==> config.mk <==
export PLATFORM = sky130hd
export DESIGN_NAME = log_record_deframer_adler32_unit_flat
export DESIGN_NICKNAME = d
export VERILOG_FILES = /design/src/hw/rtl/lrd_pkg.sv /design/src/hw/rtl/lrd_if.sv /design/src/hw/rtl/lrd_core.sv /design/src/hw/rtl/lrd_out_fifo.sv /design/src/hw/rtl/log_record_deframer_adler32_unit.sv /design/src/flat_wrapper.sv
export SDC_FILE = /design/constraint.sdc
export NUM_CORES = 1
export LEC_CHECK = 0
export BUFFER_PORTS_ARGS = -buffer_cell sky130_fd_sc_hd__clkbuf_2
export CAP_MARGIN = 20
export CORE_UTILIZATION = 30
export CTS_BUF_LIST = sky130_fd_sc_hd__clkbuf_4
export DETAILED_ROUTE_END_ITERATION = 10
export GPL_TIMING_DRIVEN = 0
export SLEW_MARGIN = 15
export SYNTH_ARGS = -nofsm -noshare
export SYNTH_HDL_FRONTEND = slang
export SYNTH_HIERARCHICAL = 1
export SYNTH_SLANG_ARGS = --single-unit
==> constraint.sdc <==
create_clock -name clk_i -period 8.35 [get_ports clk_i]
set_clock_uncertainty 0.15 [all_clocks]
set_input_delay 0.835 -clock clk_i [delete_from_list [all_inputs] [get_ports clk_i]]
set_output_delay 0.835 -clock clk_i [all_outputs]
set_load 0.01 [all_outputs]
==> src/hw/rtl/lrd_pkg.sv <==
// Shared types, constants and the Adler-32 step for the log record deframer.
package lrd_pkg;

  localparam logic [16:0] AdlerMod    = 17'd65521;
  localparam logic [7:0]  EndMark     = 8'h42;
  localparam logic [31:0] MaxFieldLen = 32'd65535;

  typedef enum logic [2:0] {
    PhCsum = 3'd0,
    PhHlen = 3'd1,
    PhHdr  = 3'd2,
    PhLlen = 3'd3,
    PhLog  = 3'd4,
    PhType = 3'd5,
    PhEnd  = 3'd6
  } phase_e;

  typedef enum logic [1:0] {
    KindHeader = 2'd0,
    KindLog    = 2'd1,
    KindReport = 2'd2
  } kind_e;

  typedef enum logic [1:0] {
    StOk       = 2'd0,
    StMismatch = 2'd1,
    StBadEnd   = 2'd2,
    StRange    = 2'd3
  } status_e;

  typedef struct packed {
    kind_e              kind;
    logic [7:0]         payload_byte;
    status_e            status;
    logic [15:0]        header_length;
    logic [15:0]        log_length;
    logic signed [31:0] record_type;
    logic [31:0]        checksum_read;
    logic [31:0]        checksum_calc;
  } res_t;

  // core to top: result valid flag and error stop status
  typedef struct packed {
    logic res_valid;
    logic stopped;
  } core_stat_t;

  // One Adler-32 byte step; returns {high, low}.
  function automatic logic [31:0] adler_step(logic [15:0] lo, logic [15:0] hi,
                                             logic [7:0] b);
    logic [16:0] lo_sum;
    logic [16:0] hi_sum;
    lo_sum = {1'b0, lo} + {9'd0, b};
    if (lo_sum >= AdlerMod) begin
      lo_sum = lo_sum - AdlerMod;
    end
    hi_sum = {1'b0, hi} + lo_sum;
    if (hi_sum >= AdlerMod) begin
      hi_sum = hi_sum - AdlerMod;
    end
    return {hi_sum[15:0], lo_sum[15:0]};
  endfunction

endpackage

==> src/hw/rtl/lrd_if.sv <==
// Valid/ready channel interfaces for the deframer byte input and result output.
interface lrd_in_if;
  logic       valid;
  logic       ready;
  logic [7:0] data_byte;
  modport source(output valid, output data_byte, input ready);
  modport sink(input valid, input data_byte, output ready);
endinterface

interface lrd_out_if;
  logic               valid;
  logic               ready;
  logic [1:0]         kind;
  logic [7:0]         payload_byte;
  logic [1:0]         status;
  logic [15:0]        header_length;
  logic [15:0]        log_length;
  logic signed [31:0] record_type;
  logic [31:0]        checksum_read;
  logic [31:0]        checksum_calc;
  modport source(output valid, output kind, output payload_byte, output status,
                 output header_length, output log_length, output record_type,
                 output checksum_read, output checksum_calc, input ready);
  modport sink(input valid, input kind, input payload_byte, input status,
               input header_length, input log_length, input record_type,
               input checksum_read, input checksum_calc, output ready);
endinterface

==> src/hw/rtl/lrd_core.sv <==
// Record parser state machine with Adler-32 accumulation, one byte per cycle while fire_i is high.
module lrd_core #(
  parameter logic [31:0] MaxFieldLen = lrd_pkg::MaxFieldLen
) (
  input  logic                clk_i,
  input  logic                rst_ni,
  input  logic                fire_i,
  input  logic [7:0]          data_byte_i,
  output lrd_pkg::core_stat_t stat_o,
  output lrd_pkg::res_t       res_o
);

  lrd_pkg::phase_e phase_q, phase_d;
  logic [15:0] byte_count_q, byte_count_d;
  logic [31:0] word_shift_q, word_shift_d;
  logic [15:0] header_len_q, header_len_d;
  logic [15:0] log_len_q, log_len_d;
  logic [15:0] sum_low_q, sum_low_d;
  logic [15:0] sum_high_q, sum_high_d;
  logic [31:0] stored_q, stored_d;
  logic [31:0] type_q, type_d;
  logic        stopped_q, stopped_d;

  logic [31:0] calc;
  logic [31:0] adler_nx;
  logic [31:0] ws_new;
  logic [15:0] cnt_inc;
  logic [15:0] sec_len;
  lrd_pkg::res_t rpt;
  logic        res_valid;

  assign calc     = {sum_high_q, sum_low_q};
  assign adler_nx = lrd_pkg::adler_step(sum_low_q, sum_high_q, data_byte_i);
  assign ws_new   = {data_byte_i, word_shift_q[31:8]};
  assign cnt_inc  = byte_count_q + 16'd1;
  assign sec_len  = (phase_q == lrd_pkg::PhHdr) ? header_len_q : log_len_q;

  always_comb begin
    rpt               = '0;
    rpt.kind          = lrd_pkg::KindReport;
    rpt.status        = lrd_pkg::StOk;
    rpt.header_length = header_len_q;
    rpt.log_length    = log_len_q;
    rpt.record_type   = type_q;
    rpt.checksum_read = stored_q;
    rpt.checksum_calc = calc;
  end

  always_comb begin
    phase_d      = phase_q;
    byte_count_d = byte_count_q;
    word_shift_d = word_shift_q;
    header_len_d = header_len_q;
    log_len_d    = log_len_q;
    sum_low_d    = sum_low_q;
    sum_high_d   = sum_high_q;
    stored_d     = stored_q;
    type_d       = type_q;
    stopped_d    = stopped_q;
    res_valid    = 1'b0;
    res_o        = '0;
    if (fire_i && !stopped_q) begin
      unique case (phase_q)
        lrd_pkg::PhHdr, lrd_pkg::PhLog: begin
          sum_high_d         = adler_nx[31:16];
          sum_low_d          = adler_nx[15:0];
          byte_count_d       = cnt_inc;
          res_valid          = 1'b1;
          res_o.kind         = (phase_q == lrd_pkg::PhHdr) ? lrd_pkg::KindHeader
                                                            : lrd_pkg::KindLog;
          res_o.payload_byte = data_byte_i;
          if (cnt_inc >= sec_len) begin
            byte_count_d = '0;
            phase_d = (phase_q == lrd_pkg::PhHdr) ? lrd_pkg::PhLlen : lrd_pkg::PhType;
          end
        end
        lrd_pkg::PhEnd: begin
          res_valid = 1'b1;
          res_o     = rpt;
          if (data_byte_i != lrd_pkg::EndMark) begin
            stopped_d    = 1'b1;
            res_o.status = lrd_pkg::StBadEnd;
          end else begin
            phase_d      = lrd_pkg::PhCsum;
            byte_count_d = '0;
            word_shift_d = '0;
            header_len_d = '0;
            log_len_d    = '0;
            sum_low_d    = 16'd1;
            sum_high_d   = '0;
            stored_d     = '0;
            type_d       = '0;
          end
        end
        lrd_pkg::PhCsum, lrd_pkg::PhHlen, lrd_pkg::PhLlen, lrd_pkg::PhType: begin
          if (phase_q == lrd_pkg::PhType && byte_count_q == '0 && calc != stored_q) begin
            stopped_d    = 1'b1;
            res_valid    = 1'b1;
            res_o        = rpt;
            res_o.status = lrd_pkg::StMismatch;
          end else if (cnt_inc < 16'd4) begin
            word_shift_d = ws_new;
            byte_count_d = cnt_inc;
          end else begin
            word_shift_d = '0;
            byte_count_d = '0;
            unique case (phase_q)
              lrd_pkg::PhCsum: begin
                stored_d = ws_new;
                phase_d  = lrd_pkg::PhHlen;
              end
              lrd_pkg::PhHlen: begin
                header_len_d = ws_new[15:0];
                if (ws_new > MaxFieldLen) begin
                  stopped_d           = 1'b1;
                  res_valid           = 1'b1;
                  res_o               = rpt;
                  res_o.header_length = ws_new[15:0];
                  res_o.status        = lrd_pkg::StRange;
                end else begin
                  phase_d = (ws_new == '0) ? lrd_pkg::PhLlen : lrd_pkg::PhHdr;
                end
              end
              lrd_pkg::PhLlen: begin
                log_len_d = ws_new[15:0];
                if (ws_new > MaxFieldLen) begin
                  stopped_d        = 1'b1;
                  res_valid        = 1'b1;
                  res_o            = rpt;
                  res_o.log_length = ws_new[15:0];
                  res_o.status     = lrd_pkg::StRange;
                end else begin
                  phase_d = (ws_new == '0) ? lrd_pkg::PhType : lrd_pkg::PhLog;
                end
              end
              default: begin
                type_d  = ws_new;
                phase_d = lrd_pkg::PhEnd;
              end
            endcase
          end
        end
        default: begin
          phase_d      = lrd_pkg::PhCsum;
          byte_count_d = '0;
        end
      endcase
    end
  end

  always_comb begin
    stat_o.res_valid = res_valid;
    stat_o.stopped   = stopped_q;
  end

  always_ff @(posedge clk_i or negedge rst_ni) begin
    if (!rst_ni) begin
      phase_q      <= lrd_pkg::PhCsum;
      byte_count_q <= '0;
      word_shift_q <= '0;
      header_len_q <= '0;
      log_len_q    <= '0;
      sum_low_q    <= 16'd1;
      sum_high_q   <= '0;
      stored_q     <= '0;
      type_q       <= '0;
      stopped_q    <= 1'b0;
    end else begin
      phase_q      <= phase_d;
      byte_count_q <= byte_count_d;
      word_shift_q <= word_shift_d;
      header_len_q <= header_len_d;
      log_len_q    <= log_len_d;
      sum_low_q    <= sum_low_d;
      sum_high_q   <= sum_high_d;
      stored_q     <= stored_d;
      type_q       <= type_d;
      stopped_q    <= stopped_d;
    end
  end

endmodule

==> src/hw/rtl/lrd_out_fifo.sv <==
// Two-entry result buffer that decouples the core from output stalls.
module lrd_out_fifo (
  input  logic          clk_i,
  input  logic          rst_ni,
  input  logic          push_i,
  input  lrd_pkg::res_t data_i,
  output logic          full_o,
  output logic          valid_o,
  input  logic          ready_i,
  output lrd_pkg::res_t data_o
);

  lrd_pkg::res_t mem_q [2];
  logic       wr_ptr_q;
  logic       rd_ptr_q;
  logic [1:0] cnt_q, cnt_d;
  logic       pop;

  assign full_o  = (cnt_q == 2'd2);
  assign valid_o = (cnt_q != 2'd0);
  assign pop     = valid_o && ready_i;
  assign data_o  = mem_q[rd_ptr_q];

  always_comb begin
    cnt_d = cnt_q;
    if (push_i && !pop) begin
      cnt_d = cnt_q + 2'd1;
    end else if (pop && !push_i) begin
      cnt_d = cnt_q - 2'd1;
    end
  end

  always_ff @(posedge clk_i) begin
    if (push_i) begin
      mem_q[wr_ptr_q] <= data_i;
    end
  end

  always_ff @(posedge clk_i or negedge rst_ni) begin
    if (!rst_ni) begin
      wr_ptr_q <= 1'b0;
      rd_ptr_q <= 1'b0;
      cnt_q    <= '0;
    end else begin
      cnt_q <= cnt_d;
      if (push_i) begin
        wr_ptr_q <= !wr_ptr_q;
      end
      if (pop) begin
        rd_ptr_q <= !rd_ptr_q;
      end
    end
  end

endmodule

==> src/hw/rtl/log_record_deframer_adler32_unit.sv <==
// Top level of the Adler-32 checked log record deframer.
// Usage:
//   in_i  : one stream byte per word (data_byte), valid/ready handshake.
//   out_o : zero or one result word per input byte: header byte, log byte,
//           or a report (end of record or error stop) with status, lengths,
//           record type, stored and computed checksum.
// Path: an accepted byte is held in the input register, parsed combinationally
//   when the output buffer has room, and its result is written into the
//   two-entry output buffer, which drives out_o.
// Throughput: one byte per cycle while the output buffer has room; the parse and
//   Adler update between the input register and the output buffer are combinational.
// in_i.ready depends only on registers; it drops when the input register is
//   held because the output buffer is full.
// Reset: the parser returns to expecting a checksum word, sums restart at
//   Adler-32 initial values, the error stop is cleared and both buffers empty.
// Receiver stall: results wait in the output buffer; once it is full the
//   input register holds and input is back-pressured. Nothing is dropped.
// After any error report the block swallows every byte until reset.
module log_record_deframer_adler32_unit #(
  parameter logic [31:0] MaxFieldLen = lrd_pkg::MaxFieldLen
) (
  input  logic clk_i,
  input  logic rst_ni,
  lrd_in_if.sink    in_i,
  lrd_out_if.source out_o
);

  logic       s0_valid_q;
  logic [7:0] s0_byte_q;
  logic       s0_fire;
  logic       fifo_full;
  lrd_pkg::core_stat_t core_stat;
  lrd_pkg::res_t       core_res;
  lrd_pkg::res_t       out_res;

  assign s0_fire    = s0_valid_q && !fifo_full;
  assign in_i.ready = !s0_valid_q || s0_fire;

  always_ff @(posedge clk_i) begin
    if (in_i.valid && in_i.ready) begin
      s0_byte_q <= in_i.data_byte;
    end
  end

  always_ff @(posedge clk_i or negedge rst_ni) begin
    if (!rst_ni) begin
      s0_valid_q <= 1'b0;
    end else if (in_i.ready) begin
      s0_valid_q <= in_i.valid;
    end
  end

  lrd_core #(
    .MaxFieldLen (MaxFieldLen)
  ) u_core (
    .clk_i       (clk_i),
    .rst_ni      (rst_ni),
    .fire_i      (s0_fire),
    .data_byte_i (s0_byte_q),
    .stat_o      (core_stat),
    .res_o       (core_res)
  );

  lrd_out_fifo u_out_fifo (
    .clk_i   (clk_i),
    .rst_ni  (rst_ni),
    .push_i  (core_stat.res_valid),
    .data_i  (core_res),
    .full_o  (fifo_full),
    .valid_o (out_o.valid),
    .ready_i (out_o.ready),
    .data_o  (out_res)
  );

  assign out_o.kind          = out_res.kind;
  assign out_o.payload_byte  = out_res.payload_byte;
  assign out_o.status        = out_res.status;
  assign out_o.header_length = out_res.header_length;
  assign out_o.log_length    = out_res.log_length;
  assign out_o.record_type   = out_res.record_type;
  assign out_o.checksum_read = out_res.checksum_read;
  assign out_o.checksum_calc = out_res.checksum_calc;

  a_push_room: assert property (@(posedge clk_i) disable iff (!rst_ni)
    core_stat.res_valid |-> !fifo_full)
    else $error("result pushed into a full output buffer");

  a_stopped_silent: assert property (@(posedge clk_i) disable iff (!rst_ni)
    core_stat.stopped |-> !core_stat.res_valid)
    else $error("result produced after an error stop");

  a_error_stops: assert property (@(posedge clk_i) disable iff (!rst_ni)
    (core_stat.res_valid && core_res.kind == lrd_pkg::KindReport &&
     core_res.status != lrd_pkg::StOk) |=> core_stat.stopped)
    else $error("error report did not stop the parser");

  a_byte_status: assert property (@(posedge clk_i) disable iff (!rst_ni)
    (core_stat.res_valid && core_res.kind != lrd_pkg::KindReport) |->
    (core_res.status == lrd_pkg::StOk && core_res.checksum_calc == '0))
    else $error("byte result carries report fields");

endmodule

==> src/flat_wrapper.sv <==
// flat-port wrapper written by rule: the top's interface ports become plain ports
module log_record_deframer_adler32_unit_flat 
#(
  parameter logic [31:0] MaxFieldLen = lrd_pkg::MaxFieldLen
)
  (clk_i, rst_ni, in_i_valid, in_i_data_byte, in_i_ready, out_o_valid, out_o_kind, out_o_payload_byte, out_o_status, out_o_header_length, out_o_log_length, out_o_record_type, out_o_checksum_read, out_o_checksum_calc, out_o_ready);
  lrd_in_if in_i_i ();
  lrd_out_if out_o_i ();
  input  logic clk_i;
  input  logic rst_ni;
  input wire logic [$bits(in_i_i.valid)-1:0] in_i_valid;
  input wire logic [$bits(in_i_i.data_byte)-1:0] in_i_data_byte;
  output wire logic [$bits(in_i_i.ready)-1:0] in_i_ready;
  output wire logic [$bits(out_o_i.valid)-1:0] out_o_valid;
  output wire logic [$bits(out_o_i.kind)-1:0] out_o_kind;
  output wire logic [$bits(out_o_i.payload_byte)-1:0] out_o_payload_byte;
  output wire logic [$bits(out_o_i.status)-1:0] out_o_status;
  output wire logic [$bits(out_o_i.header_length)-1:0] out_o_header_length;
  output wire logic [$bits(out_o_i.log_length)-1:0] out_o_log_length;
  output wire logic [$bits(out_o_i.record_type)-1:0] out_o_record_type;
  output wire logic [$bits(out_o_i.checksum_read)-1:0] out_o_checksum_read;
  output wire logic [$bits(out_o_i.checksum_calc)-1:0] out_o_checksum_calc;
  input wire logic [$bits(out_o_i.ready)-1:0] out_o_ready;
  assign in_i_i.valid = in_i_valid;
  assign in_i_i.data_byte = in_i_data_byte;
  assign in_i_ready = in_i_i.ready;
  assign out_o_valid = out_o_i.valid;
  assign out_o_kind = out_o_i.kind;
  assign out_o_payload_byte = out_o_i.payload_byte;
  assign out_o_status = out_o_i.status;
  assign out_o_header_length = out_o_i.header_length;
  assign out_o_log_length = out_o_i.log_length;
  assign out_o_record_type = out_o_i.record_type;
  assign out_o_checksum_read = out_o_i.checksum_read;
  assign out_o_checksum_calc = out_o_i.checksum_calc;
  assign out_o_i.ready = out_o_ready;
  log_record_deframer_adler32_unit #(.MaxFieldLen(MaxFieldLen)) u_core (.clk_i(clk_i), .rst_ni(rst_ni), .in_i(in_i_i), .out_o(out_o_i));
endmodule
==> summary.md <==
| Metric | Value |
|---|---|
| Crit path DAT | approximately 8 ns |
| H-tree Lvls | 4 |
| Pwr Density | around 260 mW/mm^2 |
| GRT Residual Overflow | 0 |
| Outcome | complete, no violations |
| Final non-filler cell area | around 0.027 sq mm |
| CP Launch Type | flip-flop |
| Max-Cap Viols | 0 |
| Core region area | 0.0758 sq mm |
| Post-CTS Hold Buffers | 11 |
| Reg2reg end | u_core/u_core/sum_high_q[9] |
| FF+latch area | 0.0131 sq mm |
| Hold_ws | approximately 0.31 ns |
| Leak pwr | 11.1 nW |
| Syn nets | ~1800 |
| Clock Tree Root | clkbuf_4 |
| CP max FO | 10 |
| Worst-margin pin slew | 1.08 ns |
| Cells after Synth | roughly 1800 |
| Total iterations of the first detailed-routing run | 5 |
| Vias post-DR | between 15000 and 20000 |
| First-pass GRT wire length | 94600 um |
| Fin crit share | between 80% and 90% |
| Pin count of the biggest net entering global routing | 64 |
| Num CTS Buffers | ~130 |
| FF-to-FF path depth | 23 |
| Required @ worst endpoint | about 9 ns |
| Initial antenna violation count | 3 |
| CTS Buffer Depth | 3 |
| Setup Buffers After CTS | 0 |
| Pre-CTS WS | ~1.2 ns |
| Post-layout util | 35.6% |
| Reg2reg start | u_core/s0_byte_q[0] |
| Multi-input combinational cell area | approximately 0.0093 sq mm |
| Setup violators final | 0 |
| Cts repair resizes | 0 |
| Hold path depth | 1 |
| Initial core utilization | a little under a third |
| CTS tree | yes |
| Post-route setup TNS | 0 ns |
| CTS clk-pin slew, worst paths | around 0.06 ns |
| Avg Cell Area, Syn | 13.0 sq um |
| Die width | 279 um |
| DRT antenna net count | 0 |
| Clk Latency, worst-skew pair | around 0.95 ns |
| WL per Instance | roughly 20 um |
| Vias in the first global route | around 16000 |
| Final Max Tran Viols | 0 |
| Critical path class | flip-flop to flip-flop |
| FP Rows | about 100 |
| Gr usage total | between 10% and 20% |
| Clk sinks | roughly 470 |
| Die area | between 0.07 and 0.08 sq mm |
| RSZ-0062 raised after global routing | false |
| Peak supply drop | roughly 0.00010 V |
| Min-Delay Path Class | flip-flop to flip-flop |
| Placed Area | between 0.02 and 0.03 sq mm |
| Post-Syn Area | between 0.02 and 0.025 sq mm |
| Routed wire length | 62700 um |
| Filler cells | 7451 |
| Maximum clock frequency | approximately 130 MHz |
| Mean number of vias per cell | ~4.9 |
| Die Height | between 200 and 300 um |
| Initial DRC Count | roughly 1100 |
| FF-to-FF setup slack | roughly 0.94 ns |
| Hold Crit Start | u_core/u_core/stopped_q |
| Worst Hold End | u_core/u_core/stopped_q |
| Worst Slack Setup Final | 0.937 ns |
| Tmin final | 7.41 ns |
| Area delta synth->final | 17.6% |
| YS warnings | 6 |
| Share of layout cells above drive strength 1 | between 30% and 40% |
| DP Wirelength | about 46000 um |
| I/O pin count | approximately 150 |
| Final nets | approximately 2100 |
| Crit end category | flip-flop |
| Final Wtd Congestion | between 0.9 and 1 |
| Final number of hold-violating endpoints | 0 |
| Max_slew headroom | between 20% and 30% |
| Remaining DRCs | 0 |
| Buffers on Ports | between 150 and 200 |
[placed cells by master (no fill, tap or decap), types with 6 or more instances in the layout]
master and n:
clkinv_1 13, clkbuf_1 52, and3_1 11, or3_1 11
dfrtp_1 176, a22o_1 45, nand3_1 33, xnor2_1 63
or2_2 9, xor2_1 25, nand2_1 131, mux2_2 150
inv_1 28, o211ai_1 6, o31ai_1 11, buf_6 10
nand2b_1 14, nor3_1 18, buf_12 6, ha_1 48
buf_2 23, nor4_1 15, mux2i_1 23, a31oi_1 10
clkbuf_4 194, and2_1 147, nand4_1 20, edfxtp_1 288
nor2b_1 8, nor2_1 54, a21oi_1 37, o21ai_0 72
clkbuf_2 155, o21a_1 6, dlygate4sd3_1 11, a21o_1 18
mux2_4 90
[stage by stage]
step | total power [mW] | std cells
2_1_floorplan | 4.17 | 1758
3_3_place_gp | 4.92 | 2889
3_5_place_dp | 4.96 | 2899
4_1_cts | 7.10 | 3136
5_1_grt | 7.36 | 3137
6_report | 7.00 | 3140
[worst max path at each step]
| stage | cells after the start | to | startpoint |
|---|---|---|---|
| 2_1_floorplan | 13 | u_core/u_out_fifo/mem_q[0][0] | u_core/u_core/byte_count_q[0] |
| 3_3_place_gp | 13 | u_core/u_out_fifo/mem_q[0][13] | u_core/u_core/byte_count_q[0] |
| 3_5_place_dp | 23 | u_core/u_core/sum_high_q[9] | u_core/s0_byte_q[0] |
| 4_1_cts | 23 | u_core/u_core/sum_high_q[9] | u_core/s0_byte_q[0] |
| 5_1_grt | 24 | u_core/u_core/sum_high_q[9] | u_core/s0_byte_q[0] |
| 6_report | 23 | u_core/u_core/sum_high_q[9] | u_core/s0_byte_q[0] |
[layout make-up]
class	instances	share of cell area (%)
clock inverter	32	0.821
timing repair buffer	174	4.13
sequential	465	48.5
tap	978	4.54
inverter	28	0.390
multi-input combinational	1171	34.4
buffer	94	1.79
antenna	4	0.0371
clock buffer	194	5.40
[layer usage]
layer  share of wire, %  global-route usage, %  up-vias
li1                   -                      -     7196
met1                 44                   21.0     7710
met2                 48                   25.9      490
met3                5.7                   3.63      110
met4                2.8                   6.68        0
met5                  0                      0        -
[worst max-delay path, stage by stage (launching register included)]
cell and delay (ns):
edfxtp_1 0.53, ha_1 0.30, fa_1 0.46, a211oi_2 0.36, nor2_1 0.15, or4_1 0.50, nand3_1 0.21, nand3_2 0.18
o31ai_1 0.29, buf_2 0.29, nand4_1 0.14, xnor2_1 0.38, ha_1 0.30, buf_2 0.17, and4_1 0.22, and3_1 0.19
a2111oi_2 0.55, o21bai_1 0.13, a21o_1 0.21, xor2_1 0.33, and4_4 0.36, a21oi_2 0.13, or4_1 0.42, a32o_1 0.27
[sequential cells by signal (all words and copies together) (netlist names)]
signal / count
u_core/u_core/log_len_q: 16
u_core/s0_byte_q: 8
u_core/u_core/byte_count_q: 16
u_core/u_core/stopped_q: 1
u_core/u_core/sum_high_q: 16
u_core/u_out_fifo/wr_ptr_q: 1
u_core/u_core/word_shift_q: 24
u_core/s0_valid_q: 1
u_core/u_core/type_q: 32
u_core/u_core/stored_q: 32
u_core/u_out_fifo/mem_q: 280
u_core/u_out_fifo/cnt_q: 2
u_core/u_core/sum_low_q: 16
u_core/u_out_fifo/rd_ptr_q: 1
u_core/u_core/phase_q: 3
u_core/u_core/header_len_q: 16
[power breakdown]
group / total (mW) / internal [mW] / switching (mW)
combinational: 2.00 / 0.912 / 1.08
sequential: 2.91 / 2.65 / 0.256
clock: 2.09 / 1.13 / 0.964
(Power assumes the default switching activity.)
